===== config.mk =====
export PLATFORM = sky130hd
export DESIGN_NAME = ascii_set_command_pwm_registers_flat
export DESIGN_NICKNAME = d
export VERILOG_FILES = /design/src/ascpwm_pkg.sv /design/src/ascpwm_if.sv /design/src/ascpwm_parser.sv /design/src/ascpwm_reply.sv /design/src/ascii_set_command_pwm_registers.sv /design/src/flat_wrapper.sv
export VERILOG_INCLUDE_DIRS = /design/src /design/src/src
export SDC_FILE = /design/constraint.sdc
export NUM_CORES = 1
export LEC_CHECK = 0
export ABC_AREA = 1
export BUFFER_PORTS_ARGS = -buffer_cell sky130_fd_sc_hd__buf_2
export CORE_AREA = 4 4 144 215
export CTS_CLUSTER_SIZE = 10
export DETAILED_ROUTE_END_ITERATION = 16
export DIE_AREA = 0 0 148 219
export SLEW_MARGIN = 10
export SYNTH_ARGS = -nofsm -noshare
export SYNTH_HDL_FRONTEND = slang
export SYNTH_HIERARCHICAL = 1
export SYNTH_SLANG_ARGS = --single-unit

===== constraint.sdc =====
create_clock -name clk -period 7.4 [get_ports clk]
set_input_delay 0.37 -clock clk [delete_from_list [all_inputs] [get_ports clk]]
set_output_delay 0.37 -clock clk [all_outputs]
set_load 0.05 [all_outputs]

===== src/ascii_set_command_pwm_registers_assert.svh =====
// assertion macros shared by the ascii set command pwm register block
`ifndef ASCII_SET_COMMAND_PWM_REGISTERS_ASSERT_SVH
`define ASCII_SET_COMMAND_PWM_REGISTERS_ASSERT_SVH

// clocked check, quiet while reset is applied
`define ASCPWM_ASSERT(lbl, prop, msg) \
    lbl: assert property (@(posedge clk) disable iff (!rst_n) prop) else $error(msg);

// clocked check that also holds across reset
`define ASCPWM_ASSERT_ALWAYS(lbl, prop, msg) \
    lbl: assert property (@(posedge clk) prop) else $error(msg);

`endif


===== src/ascpwm_pkg.sv =====
// shared types, constants and helpers of the ascii set command pwm register block
`default_nettype none

package ascpwm_pkg;

    localparam int NUM_CHANNELS = 6;
    localparam int CH_IDX_W     = (NUM_CHANNELS > 1) ? $clog2(NUM_CHANNELS) : 1;

    // input command codes
    localparam logic CMD_BYTE = 1'b0;
    localparam logic CMD_READ = 1'b1;

    // result kinds
    localparam logic KIND_REPLY  = 1'b0;
    localparam logic KIND_UPDATE = 1'b1;

    // parse check levels
    localparam logic [1:0] CHK_FAIL   = 2'd0;
    localparam logic [1:0] CHK_PREFIX = 2'd1;
    localparam logic [1:0] CHK_EQ     = 2'd2;
    localparam logic [1:0] CHK_COLON  = 2'd3;

    // byte positions within a message
    localparam logic [3:0] POS_P0      = 4'd0;
    localparam logic [3:0] POS_P1      = 4'd1;
    localparam logic [3:0] POS_P2      = 4'd2;
    localparam logic [3:0] POS_P3      = 4'd3;
    localparam logic [3:0] POS_P4      = 4'd4;
    localparam logic [3:0] POS_ID      = 4'd5;
    localparam logic [3:0] POS_DOT     = 4'd6;
    localparam logic [3:0] POS_CH0     = 4'd7;
    localparam logic [3:0] POS_CH1     = 4'd8;
    localparam logic [3:0] POS_EQ      = 4'd9;
    localparam logic [3:0] POS_V0      = 4'd10;
    localparam logic [3:0] POS_V1      = 4'd11;
    localparam logic [3:0] POS_V2      = 4'd12;
    localparam logic [3:0] POS_V3      = 4'd13;
    localparam logic [3:0] POS_COLON   = 4'd14;
    localparam logic [3:0] POS_MAX     = 4'd15;
    localparam logic [3:0] POS_COMMIT  = 4'd7;

    localparam logic [3:0] MAX_ID = 4'd9;

    // ascii characters
    localparam logic [7:0] CHAR_0     = 8'h30;
    localparam logic [7:0] CHAR_1     = 8'h31;
    localparam logic [7:0] CHAR_9     = 8'h39;
    localparam logic [7:0] CHAR_DOT   = 8'h2E;
    localparam logic [7:0] CHAR_EQ    = 8'h3D;
    localparam logic [7:0] CHAR_COLON = 8'h3A;
    localparam logic [7:0] CHAR_SEMI  = 8'h3B;
    localparam logic [7:0] CHAR_X     = 8'h58;
    localparam logic [7:0] CHAR_XX_LO = 8'h58;
    localparam logic [7:0] CHAR_CHMAX = 8'(48 + NUM_CHANNELS);

    localparam logic [13:0] DUTY_MAX = 14'd255;
    localparam logic [1:0]  ECHO_LEN_RESET = 2'd2;
    localparam logic [1:0]  ECHO_LEN_FULL  = 2'd2;

    // event handed from the parser to the reply stage
    typedef struct packed {
        logic        kind;
        logic [2:0]  channel;
        logic [3:0]  id;
        logic [15:0] echo;
        logic [1:0]  echo_len;
        logic        done;
    } evt_t;

    // characters of the "/SET." prefix
    function automatic logic [7:0] prefix_char(input logic [2:0] idx);
        logic [7:0] c;
        case (idx)
            3'd0:    c = 8'h2F;
            3'd1:    c = 8'h53;
            3'd2:    c = 8'h45;
            3'd3:    c = 8'h54;
            default: c = 8'h2E;
        endcase
        return c;
    endfunction

    // ascii digit for the module id, no range check
    function automatic logic [7:0] id_char(input logic [3:0] id);
        return CHAR_0 + {4'b0000, id};
    endfunction

endpackage

`default_nettype wire


===== src/ascpwm_if.sv =====
// valid/ready channel interfaces for message words and result words
`default_nettype none

interface ascpwm_msg_if;
    logic       valid;
    logic       ready;
    logic       cmd;
    logic [7:0] rx_byte;
    logic       rx_last;

    modport source (output valid, output cmd, output rx_byte, output rx_last, input ready);
    modport sink   (input valid, input cmd, input rx_byte, input rx_last, output ready);
endinterface

interface ascpwm_res_if;
    logic       valid;
    logic       ready;
    logic       kind;
    logic [7:0] tx_byte;
    logic       tx_last;
    logic [2:0] channel;
    logic [7:0] duty;

    modport source (output valid, output kind, output tx_byte, output tx_last,
                    output channel, output duty, input ready);
    modport sink   (input valid, input kind, input tx_byte, input tx_last,
                    input channel, input duty, output ready);
endinterface

`default_nettype wire


===== src/ascpwm_parser.sv =====
// message parser, module id register, echo capture and duty register store
`default_nettype none

`include "ascii_set_command_pwm_registers_assert.svh"

module ascpwm_parser (
    input  wire logic              clk,
    input  wire logic              rst_n,
    input  wire logic              cfg_we,
    input  wire logic [3:0]        cfg_data,
    input  wire logic              accept,
    input  wire logic              cmd,
    input  wire logic [7:0]        rx_byte,
    input  wire logic              rx_last,
    input  wire logic [2:0]        rd_ch,
    output logic [7:0]             rd_duty,
    output logic                   ev_push,
    output ascpwm_pkg::evt_t       ev
);

    logic [3:0]  module_id_reg;
    logic [3:0]  pos_reg;
    logic        start_reg;
    logic [1:0]  chk_reg;
    logic [15:0] cap_reg;
    logic [1:0]  caplen_reg;
    logic [15:0] echo_reg;
    logic [1:0]  echolen_reg;
    logic [13:0] acc_reg;
    logic        stop_reg;
    logic        done_reg;
    logic [7:0]  duty_reg [ascpwm_pkg::NUM_CHANNELS];

    logic [3:0]  p;
    logic [1:0]  chk_next;
    logic [15:0] cap_next;
    logic [1:0]  caplen_next;
    logic [13:0] acc_next;
    logic        stop_next;
    logic [3:0]  pos_next;
    logic [13:0] acc_x10;
    logic [7:0]  digit_diff;
    logic        is_digit;
    logic [7:0]  ch_digit;
    logic [7:0]  ch_idx;
    logic        ch_ok;
    logic        commit_echo;
    logic        is_read;
    logic        is_byte;
    logic        upd;

    // a new message starts from cleared parse state
    always_comb
    begin
        p           = start_reg ? ascpwm_pkg::POS_P0 : pos_reg;
        chk_next    = start_reg ? ascpwm_pkg::CHK_PREFIX : chk_reg;
        cap_next    = start_reg ? 16'h0000 : cap_reg;
        caplen_next = start_reg ? 2'd0 : caplen_reg;
        acc_next    = start_reg ? 14'd0 : acc_reg;
        stop_next   = start_reg ? 1'b0 : stop_reg;

        acc_x10    = 14'((acc_next << 3) + (acc_next << 1));
        digit_diff = rx_byte - ascpwm_pkg::CHAR_0;
        is_digit   = (rx_byte >= ascpwm_pkg::CHAR_0) && (rx_byte <= ascpwm_pkg::CHAR_9);

        case (p) inside
            ascpwm_pkg::POS_P0, ascpwm_pkg::POS_P1, ascpwm_pkg::POS_P2,
            ascpwm_pkg::POS_P3, ascpwm_pkg::POS_P4:
            begin
                if (rx_byte != ascpwm_pkg::prefix_char(p[2:0]))
                begin
                    chk_next = ascpwm_pkg::CHK_FAIL;
                end
            end
            ascpwm_pkg::POS_ID:
            begin
                if ((module_id_reg > ascpwm_pkg::MAX_ID) ||
                    (rx_byte != ascpwm_pkg::id_char(module_id_reg)))
                begin
                    chk_next = ascpwm_pkg::CHK_FAIL;
                end
            end
            ascpwm_pkg::POS_DOT:
            begin
                if (rx_byte != ascpwm_pkg::CHAR_DOT)
                begin
                    chk_next = ascpwm_pkg::CHK_FAIL;
                end
            end
            ascpwm_pkg::POS_CH0:
            begin
                cap_next[7:0] = cap_next[7:0] | rx_byte;
                caplen_next   = caplen_next + 2'd1;
            end
            ascpwm_pkg::POS_CH1:
            begin
                cap_next[15:8] = cap_next[15:8] | rx_byte;
                caplen_next    = caplen_next + 2'd1;
            end
            ascpwm_pkg::POS_EQ:
            begin
                if ((chk_next == ascpwm_pkg::CHK_PREFIX) && (rx_byte == ascpwm_pkg::CHAR_EQ))
                begin
                    chk_next = ascpwm_pkg::CHK_EQ;
                end
            end
            ascpwm_pkg::POS_V0, ascpwm_pkg::POS_V1, ascpwm_pkg::POS_V2, ascpwm_pkg::POS_V3:
            begin
                if (!stop_next && is_digit)
                begin
                    acc_next = acc_x10 + {10'd0, digit_diff[3:0]};
                end
                else
                begin
                    stop_next = 1'b1;
                end
            end
            ascpwm_pkg::POS_COLON:
            begin
                if ((chk_next == ascpwm_pkg::CHK_EQ) && (rx_byte == ascpwm_pkg::CHAR_COLON))
                begin
                    chk_next = ascpwm_pkg::CHK_COLON;
                end
            end
            default:
            begin
            end
        endcase

        pos_next = (p < ascpwm_pkg::POS_MAX) ? p + 4'd1 : p;
    end

    assign commit_echo = (chk_next != ascpwm_pkg::CHK_FAIL) && (pos_next >= ascpwm_pkg::POS_COMMIT);
    assign ch_digit    = cap_next[15:8];
    assign ch_idx      = ch_digit - ascpwm_pkg::CHAR_1;
    assign ch_ok       = (chk_next == ascpwm_pkg::CHK_COLON) && (caplen_next == 2'd2) &&
                         (cap_next[7:0] == ascpwm_pkg::CHAR_0) &&
                         (ch_digit >= ascpwm_pkg::CHAR_1) &&
                         (ch_digit <= ascpwm_pkg::CHAR_CHMAX) &&
                         (acc_next <= ascpwm_pkg::DUTY_MAX);

    assign is_read = accept && (cmd == ascpwm_pkg::CMD_READ);
    assign is_byte = accept && (cmd == ascpwm_pkg::CMD_BYTE);
    assign upd     = is_byte && rx_last && ch_ok;
    assign ev_push = is_read || upd;

    always_comb
    begin
        ev.kind     = is_read ? ascpwm_pkg::KIND_REPLY : ascpwm_pkg::KIND_UPDATE;
        ev.channel  = ch_idx[2:0];
        ev.id       = module_id_reg;
        ev.echo     = echo_reg;
        ev.echo_len = echolen_reg;
        ev.done     = done_reg;
    end

    assign rd_duty = duty_reg[rd_ch[ascpwm_pkg::CH_IDX_W-1:0]];

    always_ff @(posedge clk or negedge rst_n)
    begin
        if (!rst_n)
        begin
            module_id_reg <= 4'd1;
            pos_reg       <= 4'd0;
            start_reg     <= 1'b1;
            chk_reg       <= ascpwm_pkg::CHK_FAIL;
            cap_reg       <= 16'h0000;
            caplen_reg    <= 2'd0;
            echo_reg      <= {ascpwm_pkg::CHAR_X, ascpwm_pkg::CHAR_XX_LO};
            echolen_reg   <= ascpwm_pkg::ECHO_LEN_RESET;
            acc_reg       <= 14'd0;
            stop_reg      <= 1'b0;
            done_reg      <= 1'b0;
            for (int i = 0; i < ascpwm_pkg::NUM_CHANNELS; i++)
            begin
                duty_reg[i] <= 8'h00;
            end
        end
        else
        begin
            if (cfg_we)
            begin
                module_id_reg <= cfg_data;
            end
            if (is_read)
            begin
                done_reg <= 1'b0;
            end
            if (is_byte)
            begin
                pos_reg    <= pos_next;
                chk_reg    <= chk_next;
                cap_reg    <= cap_next;
                caplen_reg <= caplen_next;
                acc_reg    <= acc_next;
                stop_reg   <= stop_next;
                start_reg  <= rx_last;
                if (rx_last)
                begin
                    done_reg <= upd;
                    if (commit_echo)
                    begin
                        echo_reg    <= cap_next;
                        echolen_reg <= caplen_next;
                    end
                end
            end
            if (upd)
            begin
                duty_reg[ch_idx[ascpwm_pkg::CH_IDX_W-1:0]] <= acc_next[7:0];
            end
        end
    end

    `ASCPWM_ASSERT(a_upd_channel_range, upd |-> (ev.channel < 3'(ascpwm_pkg::NUM_CHANNELS)), "update channel out of range")
    `ASCPWM_ASSERT(a_upd_sets_done, upd |=> done_reg, "done flag not set after update")
    `ASCPWM_ASSERT(a_read_clears_done, is_read |=> !done_reg, "done flag not cleared by read")

endmodule

`default_nettype wire


===== src/ascpwm_reply.sv =====
// event stage, reply byte sequencer and result output register
`default_nettype none

`include "ascii_set_command_pwm_registers_assert.svh"

module ascpwm_reply (
    input  wire logic              clk,
    input  wire logic              rst_n,
    input  wire logic              ev_push,
    input  wire ascpwm_pkg::evt_t  ev,
    output logic                   take,
    output logic [2:0]             rd_ch,
    input  wire logic [7:0]        rd_duty,
    ascpwm_res_if.source           res
);

    typedef enum logic [9:0] {
        ST_ID    = 10'b00_0000_0001,
        ST_DOT0  = 10'b00_0000_0010,
        ST_ECHO0 = 10'b00_0000_0100,
        ST_ECHO1 = 10'b00_0000_1000,
        ST_DOT1  = 10'b00_0001_0000,
        ST_T0    = 10'b00_0010_0000,
        ST_T1    = 10'b00_0100_0000,
        ST_T2    = 10'b00_1000_0000,
        ST_T3    = 10'b01_0000_0000,
        ST_SEMI  = 10'b10_0000_0000
    } step_t;

    logic             ev_valid_reg;
    ascpwm_pkg::evt_t ev_reg;
    step_t            step_reg;
    step_t            step_next;
    logic             out_valid_reg;
    logic             out_kind_reg;
    logic [7:0]       out_byte_reg;
    logic             out_last_reg;
    logic [2:0]       out_ch_reg;
    logic [7:0]       out_duty_reg;

    logic       out_load;
    logic       advance;
    logic       last_step;
    logic [7:0] reply_byte;

    assign out_load  = !out_valid_reg || res.ready;
    assign advance   = ev_valid_reg && out_load;
    assign last_step = (ev_reg.kind == ascpwm_pkg::KIND_UPDATE) || (step_reg == ST_SEMI);
    assign take      = !ev_valid_reg || (advance && last_step);
    assign rd_ch     = ev_reg.channel;

    always_comb
    begin
        reply_byte = ascpwm_pkg::CHAR_SEMI;
        step_next  = ST_SEMI;
        unique case (step_reg)
            ST_ID:
            begin
                reply_byte = ascpwm_pkg::id_char(ev_reg.id);
                step_next  = ST_DOT0;
            end
            ST_DOT0:
            begin
                reply_byte = ascpwm_pkg::CHAR_DOT;
                step_next  = (ev_reg.echo_len != 2'd0) ? ST_ECHO0 : ST_DOT1;
            end
            ST_ECHO0:
            begin
                reply_byte = ev_reg.echo[7:0];
                step_next  = (ev_reg.echo_len >= ascpwm_pkg::ECHO_LEN_FULL) ? ST_ECHO1 : ST_DOT1;
            end
            ST_ECHO1:
            begin
                reply_byte = ev_reg.echo[15:8];
                step_next  = ST_DOT1;
            end
            ST_DOT1:
            begin
                reply_byte = ascpwm_pkg::CHAR_DOT;
                step_next  = ST_T0;
            end
            ST_T0:
            begin
                reply_byte = ev_reg.done ? 8'h44 : ascpwm_pkg::CHAR_X;
                step_next  = ST_T1;
            end
            ST_T1:
            begin
                reply_byte = ev_reg.done ? 8'h4F : ascpwm_pkg::CHAR_X;
                step_next  = ST_T2;
            end
            ST_T2:
            begin
                reply_byte = ev_reg.done ? 8'h4E : ascpwm_pkg::CHAR_X;
                step_next  = ST_T3;
            end
            ST_T3:
            begin
                reply_byte = ev_reg.done ? 8'h45 : ascpwm_pkg::CHAR_X;
                step_next  = ST_SEMI;
            end
            ST_SEMI:
            begin
                reply_byte = ascpwm_pkg::CHAR_SEMI;
                step_next  = ST_SEMI;
            end
            default:
            begin
                reply_byte = ascpwm_pkg::CHAR_SEMI;
                step_next  = ST_SEMI;
            end
        endcase
    end

    always_ff @(posedge clk or negedge rst_n)
    begin
        if (!rst_n)
        begin
            ev_valid_reg  <= 1'b0;
            step_reg      <= ST_ID;
            out_valid_reg <= 1'b0;
        end
        else
        begin
            if (ev_push)
            begin
                ev_valid_reg <= 1'b1;
                step_reg     <= ST_ID;
            end
            else if (advance && last_step)
            begin
                ev_valid_reg <= 1'b0;
            end
            else if (advance)
            begin
                step_reg <= step_next;
            end
            if (out_load)
            begin
                out_valid_reg <= ev_valid_reg;
            end
        end
    end

    // payload of the event and result registers
    always_ff @(posedge clk)
    begin
        if (ev_push)
        begin
            ev_reg <= ev;
        end
        if (advance)
        begin
            out_kind_reg <= ev_reg.kind;
            if (ev_reg.kind == ascpwm_pkg::KIND_UPDATE)
            begin
                out_byte_reg <= 8'h00;
                out_last_reg <= 1'b0;
                out_ch_reg   <= ev_reg.channel;
                out_duty_reg <= rd_duty;
            end
            else
            begin
                out_byte_reg <= reply_byte;
                out_last_reg <= (step_reg == ST_SEMI);
                out_ch_reg   <= 3'd0;
                out_duty_reg <= 8'h00;
            end
        end
    end

    assign res.valid   = out_valid_reg;
    assign res.kind    = out_kind_reg;
    assign res.tx_byte = out_byte_reg;
    assign res.tx_last = out_last_reg;
    assign res.channel = out_ch_reg;
    assign res.duty    = out_duty_reg;

    `ASCPWM_ASSERT(a_push_only_when_free, ev_push |-> take, "event pushed while stage busy")
    `ASCPWM_ASSERT(a_update_single_step, (ev_valid_reg && (ev_reg.kind == ascpwm_pkg::KIND_UPDATE)) |-> (step_reg == ST_ID), "update event left first step")
    `ASCPWM_ASSERT(a_semi_closes_reply, (advance && (ev_reg.kind == ascpwm_pkg::KIND_REPLY) && (step_reg == ST_SEMI)) |=> (out_valid_reg && out_last_reg), "reply closed without last flag")
    `ASCPWM_ASSERT(a_last_only_reply, (out_valid_reg && out_last_reg) |-> (out_kind_reg == ascpwm_pkg::KIND_REPLY), "last flag on an update word")

endmodule

`default_nettype wire


===== src/ascii_set_command_pwm_registers.sv =====
// top level of the ascii set command pwm register block
// -----------------------------------------------------------------------------
// parses "/SET.d.nn=vvvv:" write messages one byte word per cycle and keeps
// six 8-bit duty registers. a message byte is taken every cycle while the
// result side keeps up; a valid message ending on rx_last gives one update word
// on res (event register, then result register), channel zero based, new duty.
// a read request (cmd high) gives the reply "d.nn.DONE;" or "d.nn.XXXX;" as 8
// to 10 byte words, one per cycle while the result side keeps up, and clears
// the done flag; msg.ready stays low while the reply sequencer walks through
// its bytes. module_id is written through cfg_we/cfg_data; the user is to do so
// only while the block is idle, the block itself does not enforce it. there is
// no clearing pass: control and duty state resets at once; payload regs do not.
// -----------------------------------------------------------------------------
`default_nettype none

module ascii_set_command_pwm_registers (
    input  wire logic       clk,
    input  wire logic       rst_n,
    input  wire logic       cfg_we,
    input  wire logic [3:0] cfg_data,
    ascpwm_msg_if.sink      msg,
    ascpwm_res_if.source    res
);

    // handshake between parser and reply stage
    logic             take;
    logic             accept;
    logic             ev_push;
    ascpwm_pkg::evt_t ev;

    // duty register read for update words
    logic [2:0] rd_ch;
    logic [7:0] rd_duty;

    // a word enters whenever the event stage is free or draining its last word
    assign msg.ready = take;
    assign accept    = msg.valid && take;

    // parse state, echo capture, done flag and duty store
    ascpwm_parser u_parser (
        .clk      (clk),
        .rst_n    (rst_n),
        .cfg_we   (cfg_we),
        .cfg_data (cfg_data),
        .accept   (accept),
        .cmd      (msg.cmd),
        .rx_byte  (msg.rx_byte),
        .rx_last  (msg.rx_last),
        .rd_ch    (rd_ch),
        .rd_duty  (rd_duty),
        .ev_push  (ev_push),
        .ev       (ev)
    );

    // event register, reply sequencer and result register
    ascpwm_reply u_reply (
        .clk      (clk),
        .rst_n    (rst_n),
        .ev_push  (ev_push),
        .ev       (ev),
        .take     (take),
        .rd_ch    (rd_ch),
        .rd_duty  (rd_duty),
        .res      (res)
    );

endmodule

`default_nettype wire

===== src/flat_wrapper.sv =====
// flat-port wrapper written by rule: the top's interface ports become plain ports
module ascii_set_command_pwm_registers_flat 
  (clk, rst_n, cfg_we, cfg_data, msg_valid, msg_cmd, msg_rx_byte, msg_rx_last, msg_ready, res_valid, res_kind, res_tx_byte, res_tx_last, res_channel, res_duty, res_ready);
  ascpwm_msg_if msg_i ();
  ascpwm_res_if res_i ();
  input  wire logic clk;
  input  wire logic rst_n;
  input  wire logic cfg_we;
  input  wire logic [3:0] cfg_data;
  input wire logic [$bits(msg_i.valid)-1:0] msg_valid;
  input wire logic [$bits(msg_i.cmd)-1:0] msg_cmd;
  input wire logic [$bits(msg_i.rx_byte)-1:0] msg_rx_byte;
  input wire logic [$bits(msg_i.rx_last)-1:0] msg_rx_last;
  output wire logic [$bits(msg_i.ready)-1:0] msg_ready;
  output wire logic [$bits(res_i.valid)-1:0] res_valid;
  output wire logic [$bits(res_i.kind)-1:0] res_kind;
  output wire logic [$bits(res_i.tx_byte)-1:0] res_tx_byte;
  output wire logic [$bits(res_i.tx_last)-1:0] res_tx_last;
  output wire logic [$bits(res_i.channel)-1:0] res_channel;
  output wire logic [$bits(res_i.duty)-1:0] res_duty;
  input wire logic [$bits(res_i.ready)-1:0] res_ready;
  assign msg_i.valid = msg_valid;
  assign msg_i.cmd = msg_cmd;
  assign msg_i.rx_byte = msg_rx_byte;
  assign msg_i.rx_last = msg_rx_last;
  assign msg_ready = msg_i.ready;
  assign res_valid = res_i.valid;
  assign res_kind = res_i.kind;
  assign res_tx_byte = res_i.tx_byte;
  assign res_tx_last = res_i.tx_last;
  assign res_channel = res_i.channel;
  assign res_duty = res_i.duty;
  assign res_i.ready = res_ready;
  ascii_set_command_pwm_registers u_core (.clk(clk), .rst_n(rst_n), .cfg_we(cfg_we), .cfg_data(cfg_data), .msg(msg_i), .res(res_i));
endmodule

==> results.txt <==
* Number of design rule violations left after detail routing: 0
* Most frequent standard cell in the layout excluding fill and tap cells: nand2_1
- Entering global routing, the biggest net connects 70 pins.
- After technology mapping, the gate count stands at 1273.
- CP max-delay cell: dfstp_2
- Setup CP Type: flop to flop
- Of the post-synthesis cell area, the part taken by muxes is 0.001117.
- The via count of the first global-routing pass was 8330.
* Adder and majority cell fraction of the synthesized area: 0.03673
* Most frequent cell on the critical path: nand2_1
- Buffers inserted during clock tree synthesis total 17.
* Cell family with the largest share of critical-path delay: buffers and inverters
- Number of vias per cell after detailed routing: 4.906
- Number of sinks on the clock net: 171
- After synthesis, the netlist uses 50 different library cells.
* Maximum clock frequency: 0.1915 GHz
* Number of synthesized register bits: 171
* Wire length of the first global-routing pass: 42630 um
* Initial core utilization: 0.3443
- The worst path needs 5.223 ns of the cycle, external delays included.
* Count of endpoints failing hold in the final timing report: 13
* Area taken by multi-input logic gates: 0.004761 mm^2
- Number of buffers added to fix hold violations after cts: 0
- Congestion Overflow GR: 0
- In the final design database the tool counted 1338 nets.
- The largest single stage delay on the critical path is 1.02 ns.
- Overall power: 3782 uW
* RSZ-0062 raised after global routing: false
- After synthesis, the largest family of logic cells by area is simple AND/OR/NAND/NOR gates.
- Buffer count from post-CTS setup fixing: 0
* Data required time of the worst path: 7.73 ns
* Kind of end point of the critical path: flop
- For this run, the total global-route usage over all layers was measured as 0.1655.
- STA classifies the critical path startpoint as a flop.
* Post-cts repair resize count: 0
- Yosys warning count: 6
- Data arrives at the worst endpoint at 5.55 ns.
- Antenna violations before repair: 0
- The root buffer cell chosen for the clock tree is clkbuf_16.
* Maximum fanout along the worst path: 31
- The count of nets left with antenna violations once routing finished came out at 0.
- The checks that failed: hold timing.
* Worst hold margin: -0.01722 ns
- Number of max-cap violations: 0
- Placer congestion estimate: 0.8769
- Counting both buffers and inverters, the worst setup path holds a total of 7.
* Post-synth ARST share: 0.7193
- Of the total synthesized cell area, the portion taken by AND, OR, NAND and NOR gates is 0.3338.
- The register with the most flip-flops in the layout has 48 of them.
- Pin placement for this block handled 42 I/O pins.
* Avg WL per Cell: 14.99 um
- The area growth from synthesis to layout is 10.47%.
- Horiz. Die Dim: 148 um
- Total half-perimeter wirelength after legalization and detailed placement: 18530 um
- Number of antenna cells inserted: 0
- Final setup vio count: 0
- Cell Count Post-Placement: 1666
* Share of the synthesized area in compound gates (AO/OA/AOI/OAI): 0.09145
- Combined area of all synthesized cells: 0.01008 mm^2
* Share of final-layout standard cells stronger than drive strength 1: 0.1274
- Static Leakage: 0.005360 uW
- Clock network latency to the later pin of the worst-skew pair: 0.45 ns
- FP Rows: 77
* Drt total wl: 25460 um
- The flow ran to the end, but the final reports show violations.
- Core Footprint: 0.02929 mm^2
- VDD sags by at most 171.9 uV.
* Number of H-tree levels: 4
- Die ar.: 0.03241 mm^2
- Worst slew pin tran: 1.193 ns
* Final period util: 0.7058
* Deepest clock path buffer count: 2
* Pins over their slew limit: 0
- The routed layout has 8330 vias.
* Number of enable-type register cells in the synthesized netlist: 48
- For this block, the initial DRC count from the detailed router was 616.
- Reg clk slew, reported paths: 0.07 ns
- Class of the tightest hold or removal check: input port to async pin
- Final cell count without fillers: 1698
* Share of the synthesized netlist area taken by xor and xnor gates: 0.007817
- Commonest register cell after synthesis: dfrtp_1
- Dividing total power by cell area gives a power density of 339.5 mW/mm^2.
- Counting every net in the synthesized netlist gives 1321.
- Storage cell area: 0.004532 mm^2
* TNS Setup: 0 ns
* Sequential share of the synthesized area: 0.4494
- TritonCTS built the clock tree.
* Die height: 219 um
- Average instance area after synthesis: 7.921 um^2
- The clock arrives with 0.01106 ns of skew.
* Worst slew margin relative to its limit: 0.2039
- Walking the worst path, the cells encountered are inv_6, nand2_4, ha_1, nand3_4, o22ai_2, buf_4, inv_1, ha_1, nand2_1, o21ai_0, nand2_1, nand2_1, inv_2, nand4_4, o21ai_2, buf_4, inv_1, nand2_2, inv_2, nand2_1, o21ai_1.
- Before antenna repair, the detailed router went through 5 iterations.
- The library cells used most frequently in the layout, excluding fill and tap cells, are nand2_1, nor2_1, inv_1.
- Fill cells: 3055
- Count of buffers from port buffering: 41
==> metrics by stage <==
| step | area (um^2) | worst slack [ns] | util |
|---|---|---|---|
| floorplan | 10080 | 1.239 | - |
| global placement | 10560 | 2.289 | 0.3607 |
| detailed placement | 10560 | 2.188 | 0.3607 |
| CTS | 11140 | 2.154 | 0.3803 |
| global route | 11140 | 1.714 | 0.3803 |
| finish | 11140 | 2.177 | 0.3803 |
==> area by class of cell <==
class / count / share of cell area
repair buffers: 46 / 0.02202
clock buffers: 17 / 0.03819
multi-input cells: 915 / 0.4274
inverters: 139 / 0.04774
clock inverters: 15 / 0.01348
well taps: 395 / 0.04437
flip-flops and latches: 171 / 0.4068
==> cell families (layout without fill, tap and decap cells) <==
group                      Yosys count  count (layout)
AOI/OAI and AO/OA                  159             159
xor gates and xnor gates             9               9
adders and majority gates           29              29
buffers and inverters              187             217
DFF                                171             171
muxes                                1               1
and+or+nand+nor                    717             717
==> cell usage after synthesis, types with 12 or more instances <==
cell      instances  area (um^2)
buf_2            13        65.06
nor2_1          151        566.8
a21oi_1          16        80.08
inv_1           124        465.5
nor2_2           12        75.07
ha_1             28        350.3
dfrtp_1         113         2828
edfxtp_1         48         1441
nand4_1          68        425.4
clkbuf_1         22        82.58
o21ai_0          93        465.5
nand3_1          59        295.3
nand2_1         377         1415
==> worst paths after layout <==
path | depth (start not counted) | slack, ns | endpoint | start
worst max-delay path | 21 | 2.18 | u_core/u_reply/step_reg[3]$_DFFE_PN0P_ | u_core/u_parser/start_reg$_DFFE_PN1P_
worst max register to register | 21 | 2.18 | u_core/u_reply/step_reg[3]$_DFFE_PN0P_ | u_core/u_parser/start_reg$_DFFE_PN1P_
max in group asynchronous | 2 | 6.03 | u_core/u_parser/duty_reg[35]$_DFFE_PN0P_ | rst_n
worst min register to register | 0 | 0.45 | u_core/u_reply/ev_reg[18]$_DFFE_PP_ | u_core/u_parser/echo_reg[15]$_DFFE_PN0P_
worst min-delay path | 1 | -0.02 | u_core/u_parser/pos_reg[3]$_DFFE_PN0P_ | rst_n
min in group clk | 3 | 0.13 | u_core/u_parser/module_id_reg[1]$_DFFE_PN0P_ | cfg_data[1]
==> report_power, final <==
part	leakage [uW]	switching (uW)	internal (uW)	total, uW
clock	0.000275	420	448	868
sequential	0.00211	122	1180	1300
combinational	0.00297	1220	394	1610
==> worst register-to-register path: cells and delay by family (launching register included) <==
kind                     cells  cell delay, ns
buffers and inverters        7            1.95
flip-flops                   1            1.02
AND/OR/NAND/NOR              8            0.98
adder cells (fa/ha/maj)      2            0.73
AO/OA/AOI/OAI                4            0.41
==> per-layer routing <==
metal,part of all wire,GRT usage,vias up
met4,0.050,0.09183,0
met2,0.51,0.2978,206
li1,-,-,4221
met1,0.41,0.1877,3835
met3,0.032,0.02252,68
met5,0,0,-
(Power assumes the default switching activity.)
